--- src/sv/cv3_pkg.sv ---
// ----------------------------------------------------------------------------
// cv3_pkg
// Shared types and constants of the streaming 3x3 convolution block.
// ----------------------------------------------------------------------------
`default_nettype none

package cv3_pkg;

   // Field widths
   localparam int PIX_W     = 16;
   localparam int TAG_W     = 10;
   localparam int PROD_W    = 2 * PIX_W;
   localparam int ROWSUM_W  = PROD_W + 2;
   localparam int SUM_W     = 36;
   localparam int DIM_W     = 11;
   localparam int KROW_W    = 48;
   localparam int KTAPS     = 3;

   // Line memory word: newer row in the upper half, older row in the lower half
   localparam int LINE_W    = 2 * PIX_W;
   // Window column: current row, row above, row two above (low bits)
   localparam int COL_W     = 3 * PIX_W;

   // Configuration port
   localparam int CSR_INDEX_W = 3;
   localparam int CSR_DATA_W  = KROW_W;
   localparam logic [CSR_INDEX_W-1:0] CSR_IMAGE_WIDTH   = 3'd0;
   localparam logic [CSR_INDEX_W-1:0] CSR_IMAGE_HEIGHT  = 3'd1;
   localparam logic [CSR_INDEX_W-1:0] CSR_KERNEL_TOP    = 3'd2;
   localparam logic [CSR_INDEX_W-1:0] CSR_KERNEL_MIDDLE = 3'd3;
   localparam logic [CSR_INDEX_W-1:0] CSR_KERNEL_BOTTOM = 3'd4;

   localparam logic [DIM_W-1:0] DIM_RESET = 11'd1024;

   // Results one pixel can cause, in delivery order
   localparam int EMIT_KINDS = 4;
   typedef enum logic [1:0] {
      EMIT_PREV_MID,   // row above, column to the left
      EMIT_PREV_END,   // row above, last column
      EMIT_LAST_MID,   // last row, column to the left
      EMIT_LAST_END    // last row, last column
   } emit_kind_type;

   // 3x3 grid of 16-bit values, index [kernel row][kernel column]
   typedef logic [KTAPS-1:0][KTAPS-1:0][PIX_W-1:0] taps_type;

   // Position of a pixel and the results it causes
   typedef struct packed {
      logic [TAG_W-1:0]      row;
      logic [TAG_W-1:0]      col;
      logic                  row_ge1;
      logic                  row_ge2;
      logic                  col_ge1;
      logic                  col_ge2;
      logic [EMIT_KINDS-1:0] mask;
   } pos_type;

   // Tag that travels with one result
   typedef struct packed {
      logic [TAG_W-1:0] row;
      logic [TAG_W-1:0] col;
      logic             last;
   } tag_type;

endpackage

`default_nettype wire

--- src/sv/cv3_window.sv ---
// ----------------------------------------------------------------------------
// cv3_window
// Three-column window over the last pixels and the result sequencer: issues
// the masked 3x3 taps of each result a pixel causes, one result per cycle unless the pipeline stalls.
// ----------------------------------------------------------------------------
`default_nettype none

module cv3_window
   import cv3_pkg::*;
(
   input  wire logic             clock,
   input  wire logic             reset,
   input  wire logic             in_valid,
   input  wire logic [COL_W-1:0] in_column,
   input  wire pos_type          in_pos,
   output logic                  in_take,
   input  wire logic             emit_ready,
   output logic                  emit_valid,
   output taps_type              emit_taps,
   output tag_type               emit_tag
);

   logic [COL_W-1:0]                   win_ff [KTAPS];
   pos_type                            pos_ff;
   logic [EMIT_KINDS-1:0]              mask_ff;
   logic [EMIT_KINDS-1:0]              sel_mask;
   emit_kind_type                      kind;
   logic                               shift;
   logic                               base;
   logic                               top_ok;
   logic                               bottom_ok;
   logic                               left_ok;
   logic                               right_ok;
   logic [KTAPS:0][KTAPS:0][PIX_W-1:0] grid;

   // Pick the next pending result in delivery order
   always_comb begin
      kind = EMIT_PREV_MID;
      if (mask_ff[EMIT_PREV_MID]) begin
         kind = EMIT_PREV_MID;
      end else if (mask_ff[EMIT_PREV_END]) begin
         kind = EMIT_PREV_END;
      end else if (mask_ff[EMIT_LAST_MID]) begin
         kind = EMIT_LAST_MID;
      end else if (mask_ff[EMIT_LAST_END]) begin
         kind = EMIT_LAST_END;
      end
      sel_mask       = '0;
      sel_mask[kind] = 1'b1;
   end

   // Center column and lane offset of the chosen result
   always_comb begin
      case (kind)
         EMIT_PREV_MID: begin
            shift = 1'b0;
            base  = 1'b0;
         end
         EMIT_PREV_END: begin
            shift = 1'b1;
            base  = 1'b0;
         end
         EMIT_LAST_MID: begin
            shift = 1'b0;
            base  = 1'b1;
         end
         EMIT_LAST_END: begin
            shift = 1'b1;
            base  = 1'b1;
         end
         default: begin
            shift = 1'b0;
            base  = 1'b0;
         end
      endcase
      top_ok    = base ? pos_ff.row_ge1 : pos_ff.row_ge2;
      bottom_ok = !base;
      left_ok   = shift ? pos_ff.col_ge1 : pos_ff.col_ge2;
      right_ok  = !shift;
   end

   // Window as a 4x4 grid; the extra column and lane read as zero
   always_comb begin
      grid = '0;
      for (int wc = 0; wc < KTAPS; wc++) begin
         for (int ln = 0; ln < KTAPS; ln++) begin
            grid[wc][ln] = win_ff[wc][ln*PIX_W +: PIX_W];
         end
      end
   end

   // Gather taps, zero those that fall outside the image
   always_comb begin
      logic tap_on;
      for (int kr = 0; kr < KTAPS; kr++) begin
         for (int kc = 0; kc < KTAPS; kc++) begin
            tap_on = !((kr == 0) && !top_ok) && !((kr == KTAPS-1) && !bottom_ok) &&
                     !((kc == 0) && !left_ok) && !((kc == KTAPS-1) && !right_ok);
            emit_taps[kr][kc] = tap_on ? grid[2'(kc) + 2'(shift)][2'(kr) + 2'(base)] : '0;
         end
      end
   end

   always_comb begin
      emit_tag.row  = base  ? pos_ff.row : pos_ff.row - TAG_W'(1);
      emit_tag.col  = shift ? pos_ff.col : pos_ff.col - TAG_W'(1);
      emit_tag.last = (mask_ff & ~sel_mask) == '0;
   end

   assign emit_valid = |mask_ff;
   assign in_take    = (mask_ff == '0) || (emit_ready && $onehot(mask_ff));

   // Shift the window on a new column; drop each result once issued
   always_ff @(posedge clock) begin
      if (reset) begin
         mask_ff <= '0;
         for (int i = 0; i < KTAPS; i++) begin
            win_ff[i] <= '0;
         end
      end else if (in_valid && in_take) begin
         win_ff[0] <= win_ff[1];
         win_ff[1] <= win_ff[2];
         win_ff[2] <= in_column;
         mask_ff   <= in_pos.mask;
      end else if (emit_valid && emit_ready) begin
         mask_ff <= mask_ff & ~sel_mask;
      end
   end

   always_ff @(posedge clock) begin
      if (in_valid && in_take) begin
         pos_ff <= in_pos;
      end
   end

endmodule

`default_nettype wire

--- config.mk ---
export PLATFORM = sky130hd
export DESIGN_NAME = cv3_window
export DESIGN_NICKNAME = d
export VERILOG_FILES = /design/src/sv/cv3_pkg.sv /design/src/sv/cv3_window.sv
export SDC_FILE = /design/constraint.sdc
export NUM_CORES = 1
export LEC_CHECK = 0
export BUFFER_PORTS_ARGS = -buffer_cell sky130_fd_sc_hd__buf_2
export CAP_MARGIN = 40
export CORE_ASPECT_RATIO = 2
export CORE_MARGIN = 4
export CORE_UTILIZATION = 44
export DETAILED_ROUTE_END_ITERATION = 8
export HOLD_SLACK_MARGIN = 0.05
export PLACE_DENSITY = 0.71
export SETUP_SLACK_MARGIN = 0.02
export SLEW_MARGIN = 20
export SYNTH_ARGS = -nofsm -noshare
export SYNTH_HDL_FRONTEND = slang
export SYNTH_SLANG_ARGS = --single-unit
--- constraint.sdc ---
create_clock -name clock -period 5.6 [get_ports clock]
set_input_delay 0.28 -clock clock [delete_from_list [all_inputs] [get_ports clock]]
set_output_delay 0.28 -clock clock [all_outputs]
set_load 0.01 [all_outputs]
=== Word level (Yosys, flattened, before mapping) ===
Memory sizes are Yosys's and may differ from the RTL's.
Cells that the tools add are included.

* Output and inout port bits: 167
* Memories kept: 1
* Memory bits (writable): 144
* Flip-flop bits (word level): 28
* Input port bits: 80
* Word-level logic and storage cells: 108

{| class="wikitable"
|+ Memories
! memory !! depth !! width !! rd ports !! clocked after memory_dff !! write ports !! line !! text
|-
| win_ff || 3 || 48 || 3 || 0 || 3 || cv3_window.sv:23 || <nowiki>logic [COL_W-1:0] win_ff [KTAPS];</nowiki>
|}

* Add/sub/neg operators: 9
* $lt $le $gt $ge: 8
* Reduce and logical (&&, ||, !) cells: 20
* Muxes and demuxes: 54
* Bitwise operators: 5
* Eq/ne operators: 4

{| class="wikitable"
|+ Operators with widths
! cell !! count
|-
| 16-bit two-way mux || 20
|-
| 64-bit binary-select mux with 2-bit select || 2
|-
| 16-bit binary-select mux with 2-bit select || 6
|-
| 48-bit two-way mux || 4
|-
| 64-bit two-way mux || 3
|-
| 10-bit two-way mux || 2
|-
| 10-bit by 1-bit subtractor with 10-bit output, second input constant || 2
|-
| 2-bit by 3-bit less-than comparator with 1-bit output, second input constant || 5
|-
| 1-bit logical AND || 8
|-
| 4-bit logical NOT || 2
|-
| 1-bit two-way mux || 8
|-
| 2-bit two-way mux || 4
|-
| 4-bit two-way mux || 2
|-
| 2-bit OR reduction || 4
|-
| 1-bit by 3-bit less-than comparator with 1-bit output, second input constant || 2
|-
| 1-bit by 1-bit adder with 2-bit output || 2
|-
| 1-bit by 1-bit adder with 2-bit output, first input constant || 2
|-
| 2-bit by 1-bit adder with 2-bit output, first input constant || 2
|-
| 4-bit AND || 1
|-
| 2-bit == test, second input constant || 2
|-
| 4-bit inverter || 1
|-
| 1-bit case mux with 2 select lines || 2
|-
| 4-bit OR reduction || 1
|-
| 2-bit by 2-bit adder with 3-bit output || 1
|-
| other kinds (9) || 12
|}

=== Depth between registers and ports, before layout ===
* Depth in word-level cells: 13
* Mapped depth: 11
* Gate-level depth less buffers: 9

=== Worst setup path after synthesis ===
No wires, ideal clock.

* Kind: reg2reg
* Start: register mask_ff[0]
* End: memory win_ff[0][0] (netlist name), enable pin
* Required time: 5.091 ns
* Period minus slack after synthesis: 5.431 ns
* Cell stages (with the launch flop): 9
* Slack: 0.169 ns
* Setup time: 0.509 ns
* Data arrival time: 4.923 ns
* Path buffers: 1
* Path through: dfxtp_1 > buf_6 > inv_1 > ha_1 > ha_1 > fa_1 > nand4bb_1 > a21bo_2 > nand2_1

{| class="wikitable"
|+ RTL lines
! item !! line !! text
|-
| start: declaration || cv3_window.sv:25 || <nowiki>logic [EMIT_KINDS-1:0] mask_ff;</nowiki>
|-
| start signal: assignment || cv3_window.sv:124 || <nowiki>mask_ff <= in_pos.mask;</nowiki>
|-
| start signal: assignment || cv3_window.sv:126 || <nowiki>mask_ff <= mask_ff & ~sel_mask;</nowiki>
|-
| end: declaration || cv3_window.sv:23 ||
|}

==> flow_summary.ini <==
[timing]
slew_headroom_pct = 47.6
worstMarginPinSlew_ns = 0.786
clock_skew_ns = 0.0100
min_period_ns = 3.82
rsz0062_at_grt = false
min_period_over_period_pct = 68.2
fmax_mhz = 262
finalHoldViolCount = 0
setup_violations = 0
slew_violations = 0
final.setup.tns_ns = 0

[global_routing]
grt_pass1_vias = 7604
grt_pass1_wl_um = 45500
grt_max_degree = 103
antenna_found_initial = 0
grtUsageTotal_pct = 25.3
globalRouteOverflowTotal = 0

[clock_tree]
cts_made_buffers = 17
cts_tree = built
cts_num_sinks = 172
cts_max_level = 4
clockBufferDepth = 2
ctsResizeCount = 0
path_clk_slew_ns = 0.06
clock-root-buffer = clkbuf_16
clock_latency_ns = 0.43

[pwr]
p_int_mw = 3.16
p_per_area_nw_per_um2 = 445
power_mw = 5.18
power_frac_seq_pct = 37.1
combPwrFrac_pct = 40.8
p_leak_nw = 5.75
ir_worst_vdd_v = 0.000322
power_switching_mw = 2.02
pwr-share-clk_pct = 22.1
switching_share_pct = 38.9

[setup_path]
r2r-end = win_ff[0][50]$_SDFFCE_PN0P_
crit_chain = inv_1 > ha_1 > o21bai_4 > buf_12 > mux2i_1 > buf_4 > or2_1 > a211oi_1 > buf_2
r2r_slack_ns = 2.18
cp.arrival_ns = 3.54
cpMaxStageDelayCell = or2_1
cp_slowest_stage_delay_ns = 0.66
crit_required_ns = 5.32
path_max_fanout = 102
r2r_cells = 9
crit_end = emit_taps[3]
critPathLaunchType = register
endpoint_kind = output pin
worstSetupPathType = reg -> out
r2r_start = mask_ff[0]$_SDFFE_PP0P_
critPathLaunch = mask_ff[2]$_SDFFE_PP0P_

[yosys]
synth_edf_count = 168
synth_area_leaders = edfxtp_1 54%, and3_1 9.6%, mux2i_1 7.2%
syn_nets = 906
synth_top_area_share_pct = 53.9
yosysSeqAreaShare_pct = 54.7
syn_area_per_cell_um2 = 11.5
ys_seq_elements = 172
ys_async_sr_fraction_pct = 0
yosysWarnings = 0
syn_area_um2 = 9370
synth_flop_cell = edfxtp_1
ys_types = 42
yosysTopAreaCell = edfxtp_1
synthCells = 815

[drt]
post_drt_wl_per_cell_um = 23.2
drt_iter0_drc = 644
drt_wl_total_um = 30800
vias = 7562
ant_nets = 0
dr.pass1.iters = 6
drc = 0
vias_per_cell = 5.69

[die]
core-area_um2 = 20900
dieArea_um2 = 23800
pin_count = 247
start_util_pct = 44.8
rows = 75
chipHeight_um = 214
die_x_um = 111

[outcome]
status = complete, no violations

[layout]
nets = 1138
syn_to_final_growth_pct = 24.4
fill_cells = 1811
diodes = 0
drive_above_1_share_pct = 32.5
final_common_cell = buf_2
layout_common_cells = 247 x buf_2, 168 x edfxtp_1, 144 x and3_1

[placed_design]
place_congestion = 0.875
portBuffers = 246
dp_hpwl_um = 22700

[worst_hold_path]
hold_class = in -> reg

[run]
cap_violations = 0
[stage by stage]
stage | util, % | instance area [um2] | setup slack (ns) | std cells | hold slack (ns)
floorplan | - | 9370 | 0.169 | 815 | 0.352
global placement | 51.3 | 10700 | 2.00 | 1268 | 0.458
detailed placement | 51.7 | 10800 | 2.19 | 1272 | 0.458
CTS | 55.5 | 11600 | 1.80 | 1327 | 0.101
global route | 55.7 | 11600 | 1.62 | 1328 | 0.111
finish | 55.7 | 11600 | 1.78 | 1328 | 0.117
[final cells by class]
class | instances | area [um2] | area share [%]
flip-flops and latches | 172 | 5120 | 44.0
multi-input cells | 556 | 3880 | 33.3
repair buffers | 289 | 1700 | 14.6
clock buffers | 20 | 437 | 3.75
well taps | 269 | 337 | 2.89
clock inverters | 11 | 121 | 1.04
inverters | 11 | 43.8 | 0.376
[critical path, delay by kind of cell (launching register included)]
family | cells | cell delay [ns]
AOI/OAI and AO/OA | 2 | 0.33
adders and majority gates | 1 | 0.30
muxes | 1 | 0.29
and+or+nand+nor | 1 | 0.66
DFF | 1 | 0.38
buffers and inverters | 4 | 1.05
[worst min-delay path by stage]
stage               startpoint                      end  slack, ns  depth (start not counted)
floorplan                reset  mask_ff[0]$_SDFFE_PP0P_       0.35                          1
global placement    in_pos[22]     pos_ff[22]$_DFFE_PP_       0.46                          1
detailed placement  in_pos[13]     pos_ff[13]$_DFFE_PP_       0.46                          1
CTS                      reset  mask_ff[0]$_SDFFE_PP0P_       0.10                          2
global route             reset  mask_ff[0]$_SDFFE_PP0P_       0.11                          2
finish                   reset  mask_ff[0]$_SDFFE_PP0P_       0.12                          2
[layer usage]
layer  vias up  track usage, %  part of all wire (%)
li1       3499               -                     -
met1      3686            25.7                    34
met2       307            48.3                    56
met3        70            3.76                   4.3
met4         0            13.6                   5.8
met5         -               0                     0
[sequential cells by signal, indices dropped and copies added (netlist names)]
name,count
pos_ff,24
win_ff,144
mask_ff,4
[power groups by stage]
stage	clock network (mW)	registers, mW	logic (mW)
5_1_grt	1.20	1.95	2.26
2_1_floorplan	0	1.86	1.30
4_1_cts	1.15	1.92	2.11
3_3_place_gp	0	1.93	2.05
3_5_place_dp	0	1.95	2.09
6_report	1.14	1.92	2.11
[cells in the mapped netlist (4+ instances only)]
master	count
inv_1	11
nor2_1	120
nor3_1	10
mux2i_1	67
edfxtp_1	168
a21oi_1	21
xnor2_1	5
ha_1	10
nand2_1	12
buf_1	5
dfxtp_1	4
a211oi_1	39
or3_1	5
a22oi_1	17
and2_1	16
mux2_2	32
a22o_1	17
buf_4	8
and3_1	144
xor2_1	10
buf_2	6
a211oi_2	10
clkbuf_1	54
[what timing repair did]
action	in CTS	in global routing
hold buffers	24	0
endpoints found under the hold margin	24	0
setup buffers	0	0
[cells by family after synthesis]
| group | after synthesis | synth area share [%] |
|---|---|---|
| fa+ha+maj | 11 | 1.55 |
| simple gates | 315 | 17.5 |
| xor+xnor | 15 | 1.40 |
| buf+inv | 87 | 4.17 |
| compound gates | 115 | 9.42 |
| mux | 100 | 11.2 |
| flops | 172 | 54.7 |
No activity file was read; power rests on OpenSTA's default activity.
